File: config.mk
export PLATFORM = sky130hd
export DESIGN_NAME = iss_ctrl
export DESIGN_NICKNAME = d
export VERILOG_FILES = /design/src/iss_pkg.sv /design/src/iss_ctrl.sv
export VERILOG_INCLUDE_DIRS = /design/src /design/src/src
export SDC_FILE = /design/constraint.sdc
export NUM_CORES = 1
export LEC_CHECK = 0
export ABC_AREA = 0
export BUFFER_PORTS_ARGS = -buffer_cell sky130_fd_sc_hd__buf_4
export CORE_AREA = 8 8 45 47
export DETAILED_ROUTE_END_ITERATION = 8
export DIE_AREA = 0 0 53 55
export PLACE_DENSITY = 0.74
export REMOVE_ABC_BUFFERS = 1
export SYNTH_ARGS = -nofsm -noshare
export SYNTH_HDL_FRONTEND = slang
export SYNTH_SLANG_ARGS = --single-unit
File: constraint.sdc
create_clock -name clk -period 4.6 [get_ports clk]
set_input_delay 0.46 -clock clk [delete_from_list [all_inputs] [get_ports clk]]
set_output_delay 0.46 -clock clk [all_outputs]
set_load 0.02 [all_outputs]
File: src/interarrival_space_saving_tracker_defines.svh
// ----------------------------------------------------------------------------
// interarrival space-saving tracker assertion macros
// shared concurrent check forms for the tracker modules
// ----------------------------------------------------------------------------
`ifndef INTERARRIVAL_SPACE_SAVING_TRACKER_DEFINES_SVH
`define INTERARRIVAL_SPACE_SAVING_TRACKER_DEFINES_SVH

// property that holds on every clock outside reset
`define ISS_ASSERT_HOLD(lbl, prop, msg) \
    lbl: assert property (@(posedge clk) disable iff (!rst_n) (prop)) else $error(msg);

// antecedent in one cycle implies consequent in the next
`define ISS_ASSERT_NEXT(lbl, ante, cons, msg) \
    lbl: assert property (@(posedge clk) disable iff (!rst_n) (ante) |=> (cons)) else $error(msg);

`endif

File: src/iss_pkg.sv
// ----------------------------------------------------------------------------
// iss_pkg
// types and constants shared by the tracker controller and datapath
// ----------------------------------------------------------------------------
`default_nettype none

package iss_pkg;

    localparam int INTERVAL_BITS = 31;
    localparam int KEY_PORT_BITS = 64;

    localparam logic [INTERVAL_BITS-1:0] EMPTY_MARK   = 31'h7FFF_FFFF;
    localparam logic [INTERVAL_BITS-1:0] ONCE_MARK    = 31'h7FFF_FFFE;
    localparam logic [INTERVAL_BITS-1:0] SAT_INTERVAL = 31'h7FFF_FFFD;

    localparam logic OP_ARRIVAL = 1'b0;
    localparam logic OP_QUERY   = 1'b1;

    typedef logic [INTERVAL_BITS-1:0] interval_t;

    // controller to datapath
    typedef struct packed {
        logic clr_wr;
        logic accept;
        logic scan_step;
        logic decide;
        logic sink_rd_l;
        logic sink_latch_l;
        logic sink_step;
        logic rise_rd;
        logic rise_step;
        logic place;
        logic out_load;
    } dp_cmd_t;

    // datapath to controller
    typedef struct packed {
        logic clr_last;
        logic scan_done;
        logic is_query;
        logic hit;
        logic grow;
        logic has_left;
        logic at_root;
        logic go_down;
        logic go_up;
        logic out_free;
    } dp_status_t;

endpackage

`default_nettype wire

File: src/iss_ctrl.sv
// ----------------------------------------------------------------------------
// iss_ctrl
// sequencer for clear, key scan, decision and heap sift
// ----------------------------------------------------------------------------
`default_nettype none

`include "interarrival_space_saving_tracker_defines.svh"

module iss_ctrl (
    input  wire logic                clk,
    input  wire logic                rst_n,
    input  wire logic                in_valid,
    output logic                     in_ready,
    input  wire iss_pkg::dp_status_t status,
    output iss_pkg::dp_cmd_t         cmd
);

    typedef enum logic [3:0] {
        S_CLEAR,
        S_IDLE,
        S_SCAN,
        S_DECIDE,
        S_SINK_CHK,
        S_SINK_L,
        S_SINK_R,
        S_RISE_CHK,
        S_RISE_CMP,
        S_DONE
    } state_t;

    state_t state_reg;
    state_t state_next;
    logic   ready_reg;

    always_comb
    begin
        state_next = state_reg;
        cmd        = '0;
        unique case (state_reg)
            S_CLEAR:
            begin
                cmd.clr_wr = 1'b1;
                if (status.clr_last)
                begin
                    state_next = S_IDLE;
                end
            end
            S_IDLE:
            begin
                if (in_valid && ready_reg)
                begin
                    cmd.accept = 1'b1;
                    state_next = S_SCAN;
                end
            end
            S_SCAN:
            begin
                cmd.scan_step = 1'b1;
                if (status.scan_done)
                begin
                    state_next = S_DECIDE;
                end
            end
            S_DECIDE:
            begin
                cmd.decide = 1'b1;
                if (status.is_query)
                begin
                    state_next = S_DONE;
                end
                else if (status.hit && status.grow)
                begin
                    state_next = S_RISE_CHK;
                end
                else
                begin
                    state_next = S_SINK_CHK;
                end
            end
            S_SINK_CHK:
            begin
                if (status.has_left)
                begin
                    cmd.sink_rd_l = 1'b1;
                    state_next    = S_SINK_L;
                end
                else
                begin
                    cmd.place  = 1'b1;
                    state_next = S_DONE;
                end
            end
            S_SINK_L:
            begin
                cmd.sink_latch_l = 1'b1;
                state_next       = S_SINK_R;
            end
            S_SINK_R:
            begin
                cmd.sink_step = 1'b1;
                state_next    = status.go_down ? S_SINK_CHK : S_DONE;
            end
            S_RISE_CHK:
            begin
                if (status.at_root)
                begin
                    cmd.place  = 1'b1;
                    state_next = S_DONE;
                end
                else
                begin
                    cmd.rise_rd = 1'b1;
                    state_next  = S_RISE_CMP;
                end
            end
            S_RISE_CMP:
            begin
                cmd.rise_step = 1'b1;
                state_next    = status.go_up ? S_RISE_CHK : S_DONE;
            end
            S_DONE:
            begin
                if (status.out_free)
                begin
                    cmd.out_load = 1'b1;
                    state_next   = S_IDLE;
                end
            end
            default:
            begin
                state_next = S_IDLE;
            end
        endcase
    end

    always_ff @(posedge clk or negedge rst_n)
    begin
        if (!rst_n)
        begin
            state_reg <= S_CLEAR;
            ready_reg <= 1'b0;
        end
        else
        begin
            state_reg <= state_next;
            ready_reg <= (state_next == S_IDLE);
        end
    end

    assign in_ready = ready_reg;

    `ISS_ASSERT_NEXT(a_done_to_idle, (state_reg == S_DONE) && status.out_free, state_reg == S_IDLE, "result not handed off")
    `ISS_ASSERT_NEXT(a_scan_to_decide, (state_reg == S_SCAN) && status.scan_done, state_reg == S_DECIDE, "scan end missed")
    `ISS_ASSERT_HOLD(a_ready_idle, !ready_reg || (state_reg == S_IDLE), "ready outside idle")

endmodule

`default_nettype wire

* Word level (Yosys, flattened, before mapping)
Index checks and enable logic that the tools add are counted.
** Storage, ports and cells
- Output and inout bits :: 12
- Bits of input ports :: 13
- Logic and storage cells :: 43
- Register bits after elaboration :: 5
** Operators by class
- Equal/unequal tests :: 10
- Muxes and demuxes :: 28
- Reductions and logical operators :: 3
** Operators by type and width (count)
- one-hot mux 4 bit (10 select lines) :: 1
- 2-to-1 mux 4 bit :: 8
- 2-to-1 mux 1 bit :: 17
- == test 4 x 3 -> 1 bit (second input constant) :: 4
- == test 4 x 1 -> 1 bit (second input constant) :: 2
- == test 4 x 2 -> 1 bit (second input constant) :: 2
- == test 4 bit (second input constant) :: 2
- zero test 4 bit :: 1
- logical AND 1 bit :: 2
- 2-to-1 mux 2 bit :: 1
- one-hot mux 1 bit (2 select lines) :: 1

* Longest topological paths before layout
- Depth after elaboration :: 5
- Depth in mapped cells :: 6
- Depth with buffers taken out :: 4

* Worst setup path after synthesis
OpenSTA, ideal clock, no wires.
- Path kind :: register to register
- From :: register state_reg[1]
- To :: register ready_reg, in the netlist in_ready
- Arrival :: 1766 ps
- Period minus slack after synthesis :: 1891 ps
- Path buffers :: 1
- Setup slack :: 2709 ps
- Cell stages (with the launch flop) :: 6
- Required time :: 4475 ps
- Setup time :: 125 ps
- Cells stage by stage :: dfrtp_1 -> buf_6 -> nor4bb_1 -> nor2b_1 -> a311o_1 -> nor4b_2
** On the way
- Cells in the longest elaborated chain, start to end :: 3
- Elaborated cells on any way between the ends :: 16
- Classes of those cells :: eq/ne (10); mux (5); reduce/logical (1)
** Ends and longest elaborated chain
- from (decl) :: RTL line iss_ctrl.sv:31 : state_t state_reg;
- from (signal assigned) :: RTL line iss_ctrl.sv:145 : state_reg <= state_next;
- == test 4 bit (tied with other cells) :: RTL line iss_ctrl.sv:39 : unique case (state_reg)
- one-hot mux 4 bit (10 select lines) * :: RTL line iss_ctrl.sv:39
- named net state_next[1] :: RTL line iss_ctrl.sv:32 : state_t state_next;
- == test 4 x 1 -> 1 bit * :: RTL line iss_ctrl.sv:146 : ready_reg <= (state_next == S_IDLE);
- to (signal assigned) :: RTL line iss_ctrl.sv:146
- to (decl) :: RTL line iss_ctrl.sv:33 : logic ready_reg;
The timed path passes the listed nets; every way through them passes the cells marked *.

==> out/qor.txt <==
Status -> finished clean
Hold path endpoint -> state_reg[1]
Share of layout cells above drive strength 1 -> 0.415
Lkg Pwr -> 0.316 nW
Starting Density -> 0.392
# setup viols final -> 0
WS Path Type -> reg2out
Pwr Density -> 560 nW/um^2
Worst skew pair latency -> 240 ps
WL/cell -> 14.4 um
Die Y -> 55 um
I/O Buffers -> 24
Largest register FFs -> 4
Yosys reg bits -> 5
Max Transition Viols Final -> 0
Unique cell type count in the Yosys netlist -> 34
Least-Margin Pin Slew -> 558 ps
Hold WC Path Type -> in2reg
Vias per cell -> 5.57
Final worst setup slack -> 2500 ps
Worst EP arrival -> 1640 ps
CTS root buffer -> clkbuf_4
Top-area cell type share of the netlist area -> 0.230
CP Max Fanout -> 19
GRT Total Usage -> 0.0965
Post-synthesis area per instance -> 9.20 um^2
Pre-Repair DR Iteration Count -> 4
DR iter-0 viols -> 11
Final std cells w/o fill -> 98
Area Growth Syn to Fin -> 30.2%
Crit share post-route -> 0.456
N_diodes -> 0
Setup_tns -> 0 ps
Total core area -> 1380 um^2
CP endpoint kind -> output pin
Via count -> 546
Vias in the first global route -> 503
Fill count -> 146
Final HPWL DP -> 1130 um
Hold Startpoint -> status[5]
Worst-path clk slew -> 40 ps
Cts bufs inserted -> 3
Pre-CTS setup slack -> 2790 ps
R2R depth -> 4
# clock sinks -> 5
CTS tree -> done
RSZ-0062 raised after global routing -> no
Sequential area share after synthesis -> 0.230
Grt total ovfl -> 0
Post-route antenna net violation count -> 0
Worst flop-to-flop path startpoint -> state_reg[1]
R2R Setup Slk -> 2800 ps
Period minus WS final -> 2100 ps
Post-Route WL -> 1420 um
Row cnt -> 14
Max-slew headroom -> 0.628
Kind of start point of the critical path -> register
Synth Instances -> 59
Number of buffers on the longest clock path -> 2
Chip Width -> 53 um
Post-synth top area cell -> dfrtp_1
First-pass GRT wire length -> 2190 um
H-tree depth -> 1
DRC Markers -> 0
Largest net degree at the start of global routing -> 21
IO Pins -> 25
Placed cell count -> 93
Postcts setup bufs -> 0
R2R Path End -> in_ready
Total of max-cap violations -> 0
Final hold violations -> 0
Top post-synthesis cells by area -> dfrtp_1 23%, buf_6 8.3%, nor3_1 5.5%
NumNets Final -> 96
Critical Path RT -> 4140 ps
Post-CTS resize count -> 0
Synthesized area -> 543 um^2
Max IR drop VDD -> 0.282 mV
Initial antenna violation count -> 0
Worst Skew -> 1.40 ps
Warning count from the yosys run -> 0
Die area -> 2920 um^2
Layout Utilization -> 0.511
Hold path cells -> 2
Max Clk Rate -> 477 MHz
Gp weighted congestion -> 0.753
## layout by cell type, fill, tap and decap left out, drive strengths merged, types with 2 or more instances in the layout
master   n
buf     24
nor3     6
dfrtp    5
nand2b   4
clkbuf   4
nor2     3
nand2    3
nor4b    3
a21oi    2
a211oi   2
nor3b    2
o21bai   2
or2b     2
## cells by family after synthesis
| logic type | after synthesis | synth area share |
|---|---|---|
| compound gates | 14 | 0.214 |
| buf+inv | 7 | 0.141 |
| flops | 5 | 0.230 |
| simple gates | 33 | 0.415 |
## layer usage
metal / track usage / share of wire
met4: 0.0647 / 0
met1: 0.104 / 0.45
met3: 0.0321 / 0.10
met2: 0.158 / 0.45
met5: 0 / 0
## cells in the mapped netlist
library cell and number:
nor3_1 6, dfrtp_1 5, buf_6 4, nand2b_1 4, nand2_1 3, nor2_1 3, a211oi_1 2, a21oi_1 2
clkbuf_8 2, nor3b_1 2, nor4b_1 2, o21bai_1 2, a21o_1 1, a221oi_1 1, a311o_1 1, a31oi_1 1
and2b_2 1, and3_1 1, and4bb_2 1, inv_1 1, nand3b_1 1, nand4b_1 1, nor2b_1 1, nor4_1 1
nor4b_2 1, nor4bb_1 1, o211ai_2 1, o21ai_0 1, o221ai_2 1, o32a_2 1, or2b_1 1, or2b_2 1
or3_1 1, or4bb_1 1
## per-stage QoR
stage	instance area, um^2	hold WS, ps	total power, mW
final	707	550	0.396
after global routing	707	544	0.431
after detailed placement	671	264	0.350
after global placement	671	265	0.345
after CTS	697	5.94	0.401
after floorplan	470	164	0.266
## critical path: stages, from the launching register on
cell and delay [ps]:
dfrtp_1 640, nor4bb_1 530, buf_4 230
## final cells by class
| class | instances | area [um^2] | area share |
|---|---|---|---|
| Clock buffer | 4 | 26.3 | 0.0372 |
| Inverter | 1 | 3.75 | 0.00531 |
| Sequential cell | 5 | 125 | 0.177 |
| Tap cell | 16 | 20.0 | 0.0283 |
| Multi-Input combinational cell | 47 | 342 | 0.483 |
| Timing Repair Buffer | 25 | 190 | 0.269 |
## report_power, final
part | switching [mW] | total [mW] | internal, mW
clock network | 0.0158 | 0.0485 | 0.0327
registers | 0.0604 | 0.124 | 0.0638
logic | 0.108 | 0.224 | 0.116
total | 0.184 | 0.396 | 0.212
## what timing repair did
item,4_1_cts,5_1_grt
endpoints found under the setup margin,0,0
hold buffers,0,1
endpoints found under the hold margin,0,5
## worst max-delay path by stage
stage	startpoint	end	slack, ps
finish	state_reg[1]	cmd[7]	2500
global route	state_reg[1]	cmd[7]	2370
CTS	state_reg[1]	cmd[7]	2500
detailed placement	state_reg[1]	cmd[7]	2790
global placement	state_reg[1]	cmd[7]	2800
floorplan	state_reg[1]	in_ready	2540
Note: power is estimated with default switching activity, not from simulation.
